### config.mk
export PLATFORM = sky130hd
export DESIGN_NAME = ordered_ready_queue_core
export DESIGN_NICKNAME = d
export VERILOG_FILES = /design/src/design/orq_pkg.sv /design/src/design/orq_datapath.sv /design/src/design/orq_ctrl.sv /design/src/design/ordered_ready_queue_core.sv
export SDC_FILE = /design/constraint.sdc
export NUM_CORES = 1
export LEC_CHECK = 0
export ABC_CLOCK_PERIOD_IN_PS = 9770
export BUFFER_PORTS_ARGS = -buffer_cell sky130_fd_sc_hd__buf_2
export CAP_MARGIN = 40
export CORE_MARGIN = 2
export CORE_UTILIZATION = 35
export DETAILED_ROUTE_END_ITERATION = 7
export SYNTH_ARGS = -nofsm -noshare
export SYNTH_HDL_FRONTEND = slang
export SYNTH_SLANG_ARGS = --single-unit
### constraint.sdc
create_clock -name clk -period 9.77 [get_ports clk]
set_input_delay 0.4885 -clock clk [delete_from_list [all_inputs] [get_ports clk]]
set_output_delay 0.4885 -clock clk [all_outputs]
set_load 0.05 [all_outputs]
### src/design/orq_pkg.sv
// Shared types, codes and constants for the ordered ready queue.
`default_nettype none
package orq_pkg;

  localparam int DEPTH_DEFAULT = 16;
  localparam int CFG_W         = 5;

  // commands
  localparam logic [1:0] CMD_INSERT = 2'd0;
  localparam logic [1:0] CMD_POP    = 2'd1;
  localparam logic [1:0] CMD_REMOVE = 2'd2;
  localparam logic [1:0] CMD_NOP    = 2'd3;

  // result status codes
  localparam logic [1:0] ST_DONE  = 2'd0;
  localparam logic [1:0] ST_FULL  = 2'd1;
  localparam logic [1:0] ST_EMPTY = 2'd2;
  localparam logic [1:0] ST_NOKEY = 2'd3;

  // configuration register indexes
  localparam logic CFG_QUEUE_LIMIT = 1'b0;
  localparam logic CFG_ORDER_MODE  = 1'b1;

  // ordering modes
  localparam logic [1:0] MODE_FIFO = 2'd0;
  localparam logic [1:0] MODE_TIME = 2'd1;
  localparam logic [1:0] MODE_PRIO = 2'd2;

  localparam logic [4:0] LIMIT_RESET = 5'd16;

  typedef struct packed {
    logic [1:0]  command;
    logic [15:0] entry_key;
    logic [15:0] burst_time;
    logic [7:0]  entry_priority;
    logic [15:0] arrival_time;
  } in_item_t;

  typedef struct packed {
    logic [1:0]  status;
    logic [15:0] out_key;
    logic [15:0] out_time;
    logic [7:0]  out_priority;
    logic [15:0] out_arrival;
    logic [4:0]  entry_count;
  } out_item_t;

  typedef struct packed {
    logic [15:0] key;
    logic [15:0] burst;
    logic [7:0]  prio;
    logic [15:0] arrival;
  } slot_t;

  typedef enum logic [2:0] {
    RD_IDX,
    RD_IDX_M1,
    RD_IDX_M2,
    RD_IDX_P1,
    RD_IDX_P2
  } rd_sel_t;

  typedef enum logic [1:0] {
    IDX_HOLD,
    IDX_INC,
    IDX_DEC
  } idx_op_t;

  typedef enum logic [1:0] {
    CNT_HOLD,
    CNT_INC,
    CNT_DEC
  } cnt_op_t;

  // controller -> datapath
  typedef struct packed {
    logic       load;
    logic       rd_en;
    rd_sel_t    rd_sel;
    logic       wr_en;
    logic       wr_item;
    idx_op_t    idx_op;
    logic       found_cap;
    logic       out_load;
    logic [1:0] status;
    cnt_op_t    cnt_op;
  } dp_cmd_t;

  // datapath -> controller
  typedef struct packed {
    logic [1:0] command;
    logic       empty;
    logic       full;
    logic       ordered;
    logic       gt;
    logic       key_match;
    logic       idx_is_one;
    logic       more_srch;
    logic       more_shift;
    logic       out_free;
  } dp_stat_t;

endpackage
`default_nettype wire

### src/design/orq_datapath.sv
// Datapath: slot memory, walk index, count, config registers and result register.
`default_nettype none
module orq_datapath #(
  parameter int DEPTH = orq_pkg::DEPTH_DEFAULT
) (
  input  wire                 clk,
  input  wire                 rst_n,
  input  orq_pkg::in_item_t   in_data,
  input  orq_pkg::dp_cmd_t    cmd,
  output orq_pkg::dp_stat_t   stat,
  input  wire                 cfg_wr_en,
  input  wire                 cfg_index,
  input  wire [orq_pkg::CFG_W-1:0] cfg_wdata,
  output logic                out_valid,
  input  wire                 out_stall,
  output orq_pkg::out_item_t  out_data
);

  localparam int AW = $clog2(DEPTH);
  localparam int CW = $clog2(DEPTH + 1);

  orq_pkg::slot_t mem [DEPTH];

  orq_pkg::slot_t    rdata_r;
  orq_pkg::slot_t    found_r;
  orq_pkg::in_item_t item_r;
  orq_pkg::slot_t    wdata;
  logic [CW-1:0]     idx_r;
  logic [CW-1:0]     cnt_r;
  logic [CW-1:0]     cnt_nxt;
  logic [CW-1:0]     eff_lim;
  logic [CW-1:0]     rd_idx;
  logic [AW-1:0]     raddr;
  logic [4:0]        limit_r;
  logic [1:0]        mode_r;
  logic              out_valid_r;
  orq_pkg::out_item_t out_r;
  logic              out_free;

  // effective limit: zero or above depth means the full depth
  always_comb begin
    if (limit_r == 5'd0 || int'(limit_r) > DEPTH) begin
      eff_lim = CW'(DEPTH);
    end else begin
      eff_lim = CW'(limit_r);
    end
  end

  always_comb begin
    case (cmd.rd_sel)
      orq_pkg::RD_IDX_M1: rd_idx = idx_r - CW'(1);
      orq_pkg::RD_IDX_M2: rd_idx = idx_r - CW'(2);
      orq_pkg::RD_IDX_P1: rd_idx = idx_r + CW'(1);
      orq_pkg::RD_IDX_P2: rd_idx = idx_r + CW'(2);
      default:            rd_idx = idx_r;
    endcase
  end
  assign raddr = rd_idx[AW-1:0];

  assign wdata = cmd.wr_item ?
    '{key: item_r.entry_key, burst: item_r.burst_time,
      prio: item_r.entry_priority, arrival: item_r.arrival_time} : rdata_r;

  always_ff @(posedge clk) begin
    if (cmd.wr_en) begin
      mem[idx_r[AW-1:0]] <= wdata;
    end
    if (cmd.rd_en) begin
      rdata_r <= mem[raddr];
    end
  end

  always_comb begin
    case (cmd.cnt_op)
      orq_pkg::CNT_INC: cnt_nxt = cnt_r + CW'(1);
      orq_pkg::CNT_DEC: cnt_nxt = cnt_r - CW'(1);
      default:          cnt_nxt = cnt_r;
    endcase
  end

  assign out_free = !out_valid_r || !out_stall;

  always_ff @(posedge clk) begin
    if (!rst_n) begin
      cnt_r       <= '0;
      limit_r     <= orq_pkg::LIMIT_RESET;
      mode_r      <= orq_pkg::MODE_FIFO;
      out_valid_r <= 1'b0;
    end else begin
      if (cmd.out_load) begin
        cnt_r       <= cnt_nxt;
        out_valid_r <= 1'b1;
      end else if (!out_stall) begin
        out_valid_r <= 1'b0;
      end
      if (cfg_wr_en) begin
        unique case (cfg_index)
          orq_pkg::CFG_QUEUE_LIMIT: limit_r <= cfg_wdata;
          orq_pkg::CFG_ORDER_MODE:  mode_r  <= cfg_wdata[1:0];
          default: ;
        endcase
      end
    end
  end

  // payload registers
  always_ff @(posedge clk) begin
    if (cmd.load) begin
      item_r  <= in_data;
      found_r <= '0;
      idx_r   <= (in_data.command == orq_pkg::CMD_INSERT) ? cnt_r : '0;
    end else begin
      if (cmd.found_cap) begin
        found_r <= rdata_r;
      end
      case (cmd.idx_op)
        orq_pkg::IDX_INC: idx_r <= idx_r + CW'(1);
        orq_pkg::IDX_DEC: idx_r <= idx_r - CW'(1);
        default: ;
      endcase
    end
    if (cmd.out_load) begin
      out_r.status       <= cmd.status;
      out_r.out_key      <= found_r.key;
      out_r.out_time     <= found_r.burst;
      out_r.out_priority <= found_r.prio;
      out_r.out_arrival  <= found_r.arrival;
      out_r.entry_count  <= 5'(cnt_nxt);
    end
  end

  always_comb begin
    stat.command    = item_r.command;
    stat.empty      = (cnt_r == '0);
    stat.full       = (cnt_r >= eff_lim);
    stat.ordered    = (mode_r == orq_pkg::MODE_TIME) || (mode_r == orq_pkg::MODE_PRIO);
    case (mode_r)
      orq_pkg::MODE_TIME: stat.gt = (rdata_r.burst > item_r.burst_time);
      orq_pkg::MODE_PRIO: stat.gt = (rdata_r.prio > item_r.entry_priority);
      default:            stat.gt = 1'b0;
    endcase
    stat.key_match  = (rdata_r.key == item_r.entry_key);
    stat.idx_is_one = (idx_r == CW'(1));
    stat.more_srch  = ((CW+1)'(idx_r) + (CW+1)'(1)) < (CW+1)'(cnt_r);
    stat.more_shift = ((CW+1)'(idx_r) + (CW+1)'(2)) < (CW+1)'(cnt_r);
    stat.out_free   = out_free;
  end

  assign out_valid = out_valid_r;
  assign out_data  = out_r;

  a_cnt_bound: assert property (@(posedge clk) disable iff (!rst_n)
    cnt_r <= CW'(DEPTH))
    else $error("entry count above depth");

  a_wr_in_range: assert property (@(posedge clk) disable iff (!rst_n)
    cmd.wr_en |-> idx_r <= cnt_r)
    else $error("slot write beyond the held entries");

  a_out_no_overwrite: assert property (@(posedge clk) disable iff (!rst_n)
    cmd.out_load |-> out_free)
    else $error("result register overwritten while pending");

  a_cnt_only_on_result: assert property (@(posedge clk) disable iff (!rst_n)
    !cmd.out_load |=> $stable(cnt_r))
    else $error("entry count changed without a result");

endmodule
`default_nettype wire

### src/design/orq_ctrl.sv
// Controller: sequences insert walks, key searches and gap closing.
`default_nettype none
module orq_ctrl (
  input  wire               clk,
  input  wire               rst_n,
  input  wire               in_valid,
  output logic              in_stall,
  input  orq_pkg::dp_stat_t stat,
  output orq_pkg::dp_cmd_t  cmd
);

  typedef enum logic [2:0] {
    S_IDLE,
    S_DECIDE,
    S_INS,
    S_INS_WR,
    S_SRCH,
    S_SHIFT,
    S_FIN
  } state_t;

  state_t            state_r, state_nxt;
  logic [1:0]        res_status_r, res_status_nxt;
  orq_pkg::cnt_op_t  res_cnt_r, res_cnt_nxt;

  assign in_stall = !rst_n || (state_r != S_IDLE);

  always_comb begin
    cmd            = '0;
    cmd.rd_sel     = orq_pkg::RD_IDX;
    cmd.idx_op     = orq_pkg::IDX_HOLD;
    cmd.cnt_op     = orq_pkg::CNT_HOLD;
    state_nxt      = state_r;
    res_status_nxt = res_status_r;
    res_cnt_nxt    = res_cnt_r;
    unique case (state_r)
      S_IDLE: begin
        if (in_valid && rst_n) begin
          cmd.load  = 1'b1;
          state_nxt = S_DECIDE;
        end
      end
      S_DECIDE: begin
        res_status_nxt = orq_pkg::ST_DONE;
        res_cnt_nxt    = orq_pkg::CNT_HOLD;
        unique case (stat.command) inside
          orq_pkg::CMD_INSERT: begin
            if (stat.full) begin
              res_status_nxt = orq_pkg::ST_FULL;
              state_nxt      = S_FIN;
            end else if (stat.ordered && !stat.empty) begin
              cmd.rd_en  = 1'b1;
              cmd.rd_sel = orq_pkg::RD_IDX_M1;
              state_nxt  = S_INS;
            end else begin
              state_nxt = S_INS_WR;
            end
          end
          orq_pkg::CMD_POP, orq_pkg::CMD_REMOVE: begin
            if (stat.empty) begin
              res_status_nxt = orq_pkg::ST_EMPTY;
              state_nxt      = S_FIN;
            end else begin
              cmd.rd_en  = 1'b1;
              cmd.rd_sel = orq_pkg::RD_IDX;
              state_nxt  = S_SRCH;
            end
          end
          default: state_nxt = S_FIN;
        endcase
      end
      S_INS: begin
        // slot idx-1 is in the read register
        cmd.wr_en = 1'b1;
        if (stat.gt) begin
          cmd.idx_op = orq_pkg::IDX_DEC;
          if (stat.idx_is_one) begin
            state_nxt = S_INS_WR;
          end else begin
            cmd.rd_en  = 1'b1;
            cmd.rd_sel = orq_pkg::RD_IDX_M2;
          end
        end else begin
          cmd.wr_item = 1'b1;
          res_cnt_nxt = orq_pkg::CNT_INC;
          state_nxt   = S_FIN;
        end
      end
      S_INS_WR: begin
        cmd.wr_en   = 1'b1;
        cmd.wr_item = 1'b1;
        res_cnt_nxt = orq_pkg::CNT_INC;
        state_nxt   = S_FIN;
      end
      S_SRCH: begin
        // slot idx is in the read register; prefetch idx+1
        cmd.rd_en  = 1'b1;
        cmd.rd_sel = orq_pkg::RD_IDX_P1;
        if (stat.command == orq_pkg::CMD_POP || stat.key_match) begin
          cmd.found_cap = 1'b1;
          if (stat.more_srch) begin
            state_nxt = S_SHIFT;
          end else begin
            res_cnt_nxt = orq_pkg::CNT_DEC;
            state_nxt   = S_FIN;
          end
        end else if (stat.more_srch) begin
          cmd.idx_op = orq_pkg::IDX_INC;
        end else begin
          res_status_nxt = orq_pkg::ST_NOKEY;
          state_nxt      = S_FIN;
        end
      end
      S_SHIFT: begin
        // move slot idx+1 down into slot idx
        cmd.wr_en  = 1'b1;
        cmd.idx_op = orq_pkg::IDX_INC;
        cmd.rd_en  = 1'b1;
        cmd.rd_sel = orq_pkg::RD_IDX_P2;
        if (!stat.more_shift) begin
          res_cnt_nxt = orq_pkg::CNT_DEC;
          state_nxt   = S_FIN;
        end
      end
      S_FIN: begin
        if (stat.out_free) begin
          cmd.out_load = 1'b1;
          cmd.status   = res_status_r;
          cmd.cnt_op   = res_cnt_r;
          state_nxt    = S_IDLE;
        end
      end
      default: state_nxt = S_IDLE;
    endcase
  end

  always_ff @(posedge clk) begin
    if (!rst_n) begin
      state_r <= S_IDLE;
    end else begin
      state_r <= state_nxt;
    end
    res_status_r <= res_status_nxt;
    res_cnt_r    <= res_cnt_nxt;
  end

endmodule
`default_nettype wire

### src/design/ordered_ready_queue_core.sv
// Top level of the ordered ready queue: controller plus datapath.
//
//  channel | direction | handshake               | payload
//  --------+-----------+-------------------------+-----------------------------
//  in_     | input     | in_valid / in_stall     | in_data  (orq_pkg::in_item_t)
//  out_    | output    | out_valid / out_stall   | out_data (orq_pkg::out_item_t)
//  cfg_    | input     | cfg_wr_en, no wait      | cfg_index, cfg_wdata
//
//  One command is in flight at a time. Full, empty and unknown commands go to the
//  result directly; a tail insert writes its slot; an ordered insert moves each
//  larger entry up from the tail; pop takes the head, remove searches by key,
//  and later entries shift down; input is taken in the cycle after a result loads.
//  Synchronous active-low reset empties the queue, sets limit 16 and FIFO mode.
//  A result held by out_stall blocks only the following result, not the next input.
`default_nettype none
module ordered_ready_queue_core #(
  parameter int DEPTH = orq_pkg::DEPTH_DEFAULT
) (
  input  wire                      clk,
  input  wire                      rst_n,
  input  wire                      in_valid,
  output logic                     in_stall,
  input  orq_pkg::in_item_t        in_data,
  output logic                     out_valid,
  input  wire                      out_stall,
  output orq_pkg::out_item_t       out_data,
  input  wire                      cfg_wr_en,
  input  wire                      cfg_index,
  input  wire [orq_pkg::CFG_W-1:0] cfg_wdata
);

  orq_pkg::dp_cmd_t  cmd;
  orq_pkg::dp_stat_t stat;

  orq_ctrl u_ctrl (
    .clk      (clk),
    .rst_n    (rst_n),
    .in_valid (in_valid),
    .in_stall (in_stall),
    .stat     (stat),
    .cmd      (cmd)
  );

  orq_datapath #(
    .DEPTH (DEPTH)
  ) u_datapath (
    .clk       (clk),
    .rst_n     (rst_n),
    .in_data   (in_data),
    .cmd       (cmd),
    .stat      (stat),
    .cfg_wr_en (cfg_wr_en),
    .cfg_index (cfg_index),
    .cfg_wdata (cfg_wdata),
    .out_valid (out_valid),
    .out_stall (out_stall),
    .out_data  (out_data)
  );

endmodule
`default_nettype wire
# Yosys cells after proc, flatten, opt, wreduce, memory -nomap -nowiden
# Memory sizes are Yosys's and may differ from the RTL's. A register that Yosys moved wholly into a read port is not among the register bits.
# Index checks and enable logic that the tools add are counted.
[word_totals]
ff_bits = 202
ram_bits = 896
output_inout_bits = 65
wordCells = 153
n_memories = 1
[memory_table]
columns = ["name", "depth", "width", "read_ports", "rd_ports_with_merged_regs", "write_ports", "line", "source"]
rows = [
  ["u_datapath.mem", 16, 56, 1, 1, 1, "orq_datapath.sv:22", "orq_pkg::slot_t mem [DEPTH];"],
]
[op_classes]
add_sub_neg = 8
n_lt_le_gt_ge = 6
n_eq_ne = 30
mux = 56
bitwise_logic = 1
n_reduce_logical = 28
[op_table]
columns = ["operator", "count"]
rows = [
  ["2-to-1 mux 56 bit", 1],
  ["case mux 4 bit (4 select lines)", 2],
  ["2-to-1 mux 5 bit", 5],
  ["2-to-1 mux 3 bit", 8],
  ["2-to-1 mux 2 bit", 11],
  ["case mux 3 bit (7 select lines)", 1],
  ["2-to-1 mux 4 bit", 5],
  ["case mux 5 bit (2 select lines)", 2],
  ["== test 16 bit", 1],
  ["greater-than comparator 16 bit", 1],
  ["2-to-1 mux 1 bit", 13],
  ["== test 3 x 2 -> 1 bit (second input constant)", 4],
  ["== test 3 bit (second input constant)", 4],
  ["< comparator 6 x 5 -> 1 bit", 2],
  ["adder 5 x 1 -> 5 bit (second input constant)", 2],
  ["logical NOT 5 bit", 2],
  ["case mux 2 bit (5 select lines)", 1],
  ["AND reduction 5 bit", 2],
  ["subtractor 5 x 1 -> 5 bit (second input constant)", 2],
  ["== test 2 x 1 -> 1 bit (second input constant)", 4],
  ["== test 2 bit (second input constant)", 4],
  ["greater-than comparator 8 bit", 1],
  ["inequality test 2 x 1 -> 1 bit (second input constant)", 4],
  ["inequality test 2 bit (second input constant)", 4],
  ["other kinds (28)", 43],
]

# Logic depth before layout (Yosys ltp)
[logic_depth]
ltp_word = 9
ltp_mapped = 15
depth_no_buf = 13

# Hierarchy
# From an unflattened synthesis, not the netlist that was laid out.
[hier_totals]
cells_unflattened = 3209
area_unflattened_um2 = 46956.3
[by_module_without_submodules]
columns = ["mod", "instances", "cells_per_inst", "area_each_um2", "seq_area_each_um2"]
rows = [
  ["orq_datapath", 1, 3120, 46293.1, 33752.4],
  ["orq_ctrl", 1, 89, 663.1, 180.2],
]

# Worst setup path after synthesis
# OpenSTA, ideal clock, no wires.
[synth_path]
path_type = "reg2reg"
start = "register u_ctrl.state_r[0]"
end = "register u_datapath.cnt_r[4]"
setup_time_ns = 0.115
t_arrival_ns = 6.189
path_slack_ns = 3.466
path_stages_with_launch = 15
n_path_buf = 1
period_less_slack_ns = 6.304
cell_sequence = "dfxtp_1 > clkbuf_1 > nand3b_1 > a21oi_1 > and2_1 > ha_1 > inv_1 > fa_1 > inv_1 > a21o_1 > a21oi_1 > xnor2_1 > nand3b_1 > xnor2_1 > and2_1"
[synth_lines]
columns = ["item", "line", "source"]
rows = [
  ["start, declared", "orq_ctrl.sv:22", "state_t state_r, state_nxt;"],
  ["start signal, assigned", "orq_ctrl.sv:141", "state_r <= state_nxt;"],
  ["end signal, assigned", "orq_datapath.sv:91", "cnt_r <= cnt_nxt;"],
  ["end, declared", "orq_datapath.sv:29", "logic [CW-1:0] cnt_r;"],
]

# Worst setup path in the final report
[layout_path]
start = "register u_datapath.limit_r[0]"
end = "register u_datapath.rdata_r[50] (netlist name)"
[layout_between]
elab_chain_len = 9
elab_cells_between_ends = 13
cone_classes = "order compare (2); eq/ne (4); mux (5); reduce/logical (2)"
[layout_rtl]
columns = ["item", "line", "source"]
rows = [
  ["start, declared", "orq_datapath.sv:34", "logic [4:0] limit_r;"],
  ["start signal, assigned", "orq_datapath.sv:86", "limit_r <= orq_pkg::LIMIT_RESET;"],
  ["start signal, assigned", "orq_datapath.sv:98", "orq_pkg::CFG_QUEUE_LIMIT: limit_r <= cfg_wdata;"],
  ["greater-than comparator 5 bit or logical NOT 5 bit (tied branches)", "orq_datapath.sv:42", "if (limit_r == 5'd0 || int'(limit_r) > DEPTH) begin"],
  ["logical OR 1 bit", "orq_datapath.sv:42", ""],
  ["2-to-1 mux 5 bit (*)", "orq_datapath.sv:42", ""],
  [">= comparator 5 bit (*)", "orq_datapath.sv:135", "stat.full = (cnt_r >= eff_lim);"],
  ["2-to-1 mux 4 bit (*)", "orq_ctrl.sv:48", "if (stat.full) begin"],
  ["case mux 4 bit (2 select lines) (*)", "orq_ctrl.sv:46", "unique case (stat.command) inside"],
  ["case mux 4 bit (4 select lines) (*)", "orq_ctrl.sv:36", "unique case (state_r)"],
  ["== test 3 bit, or another cell as far along", "orq_datapath.sv:50", "case (cmd.rd_sel)"],
  ["case mux 4 bit (4 select lines)", "orq_datapath.sv:50", ""],
]
# Every way passes the cells marked *; elsewhere a longest branch is shown, timed or not.
# A chain may end at the register's enable or synchronous reset.

==> key figures <==
Clock tree
  • Htree depth: 3
  • CTS sink count: 1154
  • Post-CTS setup buffers: 0
  • Clock-pin slew on the worst setup and hold paths: 0.06 ns
  • Maximum root-to-sink buffer count: 3
  • CTS Hold Bufs: 59
  • Clock insertion delay at the later pin of the skew report: 0.74 ns
  • CTS tree: done
  • Post-CTS sizing: 0
  • Clock Tree Root: clkbuf_16
  • TritonCTS buffer count: 112

Critical path
  • Worst-path cell chain: or4_1 -> ha_1 -> nand2b_1 -> ha_1 -> a211oi_1 -> o21ai_1 -> o31ai_1 -> o21ba_2 -> a21oi_4 -> buf_12 -> nand4b_4 -> buf_4 -> o22ai_1 -> a211oi_1
  • Critical path capture point type: flip-flop
  • Worst EP arrival: 5.99 ns
  • Crit Path Class: flip-flop to flip-flop
  • Critical Path Fanout Max: 118
  • Largest delay contributor family on the critical path: compound AO/OA/AOI/OAI gates
  • Buf+Inv Stages, Crit Path: 2
  • CP peak stage delay: 0.71 ns
  • Critical Path RT: 10.29 ns
  • Crit path launch type: flip-flop
  • R2R Setup Slk: 4.30 ns
  • Slowest stage cell, crit path: buf_4

GRT
  • All-Layer GR Usage: 16.3%
  • Initial antenna violation count: 3
  • Remaining global-route overflow: 0
  • First-pass GRT wire length: 158 mm
  • Maximum number of pins on one net before global-route repair: 164
  • Number of global-route vias before repair: 23400

Placed design
  • RD Place Congestion: 0.760
  • DP Cell Count: 4307
  • I/O Buffers: 133
  • Dpl hpwl: 61.7 mm

Timing
  • Final Hold Viols: 0
  • Setup TNS: 0 ns
  • Final period utilization: 56.0%
  • Final slew viol count: 0
  • Post-layout min period: 5.47 ns
  • Final setup fails: 0
  • Worst Skew: 0.0525 ns
  • Max-slew headroom: 14.3%
  • Max Freq: 183 MHz
  • Worst hold slack: 0.0691 ns
  • Worst-Margin Slew: 1.29 ns
  • RSZ-0062 raised after global routing: false

Logic synthesis
  • Post-Syn Area: 45400 um2
  • Netlist cell types: 68
  • Syn nets: 2590
  • Synth Flop Type: edfxtp_1
  • Seq cells post-synth: 1154
  • Synthesis Warnings: 0
  • Cells after synthesis: 2465
  • Synth area leaders: edfxtp_1 72%, mux4_2 5.7%, mux2_2 5.0%
  • Syn Area/Cell: 18.4 um2
  • Synth async-reset ratio: 0%
  • Leading area contributor after synthesis: edfxtp_1
  • EDFF count, synth: 1082
  • Yosys top cell area share: 71.6%
  • Seq/Total Area, Yosys: 74.8%

Hold path
  • HP Class: primary input to flip-flop

Power
  • Max VDD drop: 0.000516 V
  • Lkg Pwr: 17.3 nW
  • Power Density: 324 nW/um2

Routing
  • Post-DR vias/cell: 5.11
  • First-pass iteration count of the detailed router: 5
  • WL/cell: 23.8 um
  • Via count: 23400
  • Post-route DRC: 0
  • Routed wire length: 109 mm
  • 1st-iter DRT viols: 2365
  • Detail Route Antenna Nets: 0

Floorplanning
  • Die X-Extent: 364 um
  • Std-Cell Rows: 132
  • Core area: 129000 um2
  • Initial Util: 35.2%
  • Number of top-level pins: 134
  • Die height: 364 um
  • Die ar.: 133000 um2

Status
  • Outcome: finished clean

Final layout
  • Area grow syn2layout: 17.3%
  • Fillers: 11400
  • End-of-flow core utilization: 41.3%
  • N_diodes: 0
  • Final #Nets: 2863
  • Final non-filler cell total: 4577
  • Layout cells sized above 1: 26.9%

Run
  • Max-cap violation count: 0
## report_power, final
group	internal, W	switching [W]
Combinational	0.00232	0.00333
Sequential	0.00691	0.000321
Clock	0.00249	0.00190
## layout by cell type, fill, tap and decap left out, types with 7 or more instances in the layout
| cell type | count |
|---|---|
| nand3_1 | 14 |
| o22ai_1 | 110 |
| nor2_4 | 17 |
| clkinv_1 | 13 |
| o21ai_0 | 46 |
| a211oi_1 | 44 |
| mux2_2 | 203 |
| mux2_1 | 52 |
| buf_2 | 133 |
| buf_4 | 60 |
| nand2_1 | 171 |
| mux4_2 | 114 |
| xnor2_1 | 20 |
| xor2_1 | 12 |
| dlygate4sd3_1 | 59 |
| nand2b_1 | 9 |
| inv_1 | 47 |
| clkinv_2 | 26 |
| mux2i_1 | 67 |
| clkbuf_8 | 15 |
| buf_16 | 16 |
| clkbuf_1 | 22 |
| clkbuf_16 | 114 |
| edfxtp_1 | 1082 |
| nand4_1 | 8 |
| buf_12 | 7 |
| a211oi_2 | 13 |
| bufinv_16 | 8 |
| ha_1 | 54 |
| nor2b_1 | 14 |
| dfxtp_1 | 72 |
| a21oi_1 | 77 |
| nor2_1 | 16 |
| and2_1 | 8 |
## cell type report
type / instances / area [um2] / share of cell area (%)
Clock buffer: 151 / 3140 / 5.90
Clock inverter: 60 / 659 / 1.24
Inverter: 48 / 180 / 0.339
Multi-Input combinational cell: 1147 / 10800 / 20.4
Sequential cell: 1154 / 33900 / 63.8
Tap cell: 1742 / 2180 / 4.09
Timing Repair Buffer: 275 / 2290 / 4.30
## Yosys cell counts, drive strengths merged (10+ instances only)
cell    number
nand4       10
a211oi      58
ha          54
dfxtp       72
xor2        12
a21oi       79
mux2i       67
nand3       14
mux4       114
xnor2       21
buf         78
o21ai       49
clkbuf      38
nor2        34
mux2       255
inv         47
nor2b       14
nand2      174
o22ai      110
edfxtp    1082
## worst reg2reg max path, delay by kind of cell (launching register included)
kind / cells / cell delay, ns
fa+ha+maj: 2 / 0.56
buf+inv: 2 / 1.33
flops: 1 / 0.32
simple gates: 3 / 1.16
compound gates: 7 / 1.93
## registers in the layout, indices dropped and copies added, names as in the netlist, 3 cells and up
name                 flops
u_datapath.limit_r       5
u_datapath.cnt_r         5
u_datapath.item_r       56
u_datapath.found_r      56
u_datapath.idx_r         5
u_datapath.rdata_r      56
u_datapath.mem         896
u_ctrl.state_r           3
u_datapath.out_data     63
## per-stage QoR
| step | power (W) | setup WS [ns] | cell area (um2) |
|---|---|---|---|
| 3_5_place_dp | 0.0130 | 4.29 | 48800 |
| 5_1_grt | 0.0181 | 4.05 | 53200 |
| 6_report | 0.0173 | 4.30 | 53200 |
| 3_3_place_gp | 0.0128 | 4.34 | 48300 |
| 2_1_floorplan | 0.0113 | 3.47 | 45400 |
| 4_1_cts | 0.0174 | 4.27 | 53200 |
## final timing paths
check                                      startpoint                            endpoint  cells after the start
setup / recovery   u_datapath.limit_r[0]$_SDFFE_PN0P_    u_datapath.rdata_r[50]$_DFFE_PP_                     14
hold / removal                           cfg_wdata[2]  u_datapath.limit_r[2]$_SDFFE_PN0P_                      3
setup reg to reg   u_datapath.limit_r[0]$_SDFFE_PN0P_    u_datapath.rdata_r[50]$_DFFE_PP_                     14
hold reg to reg   u_datapath.found_r[12]$_SDFFE_PP0P_   u_datapath.out_data[17]$_DFFE_PP_                      0
## layer usage
layer  GRT usage [%]  up-vias  wire [um]
met4            3.78        0       2010
met3            2.80      155       6820
met2            26.2      742      51300
met5               0        -          0
li1                -    10400          -
met1            23.1    12100      48800
## kinds of logic (layout without fill, tap and decap cells)
group	count (synthesis)	in the layout	synth area share, %
AOI/OAI and AO/OA	335	335	4.87
xor gates and xnor gates	33	33	0.654
and+or+nand+nor	287	287	2.87
buffers and inverters	164	534	1.76
adders and majority gates	56	56	1.58
muxes	436	436	13.5
DFF	1154	1154	74.8
Power figures use the tool's default switching activity.
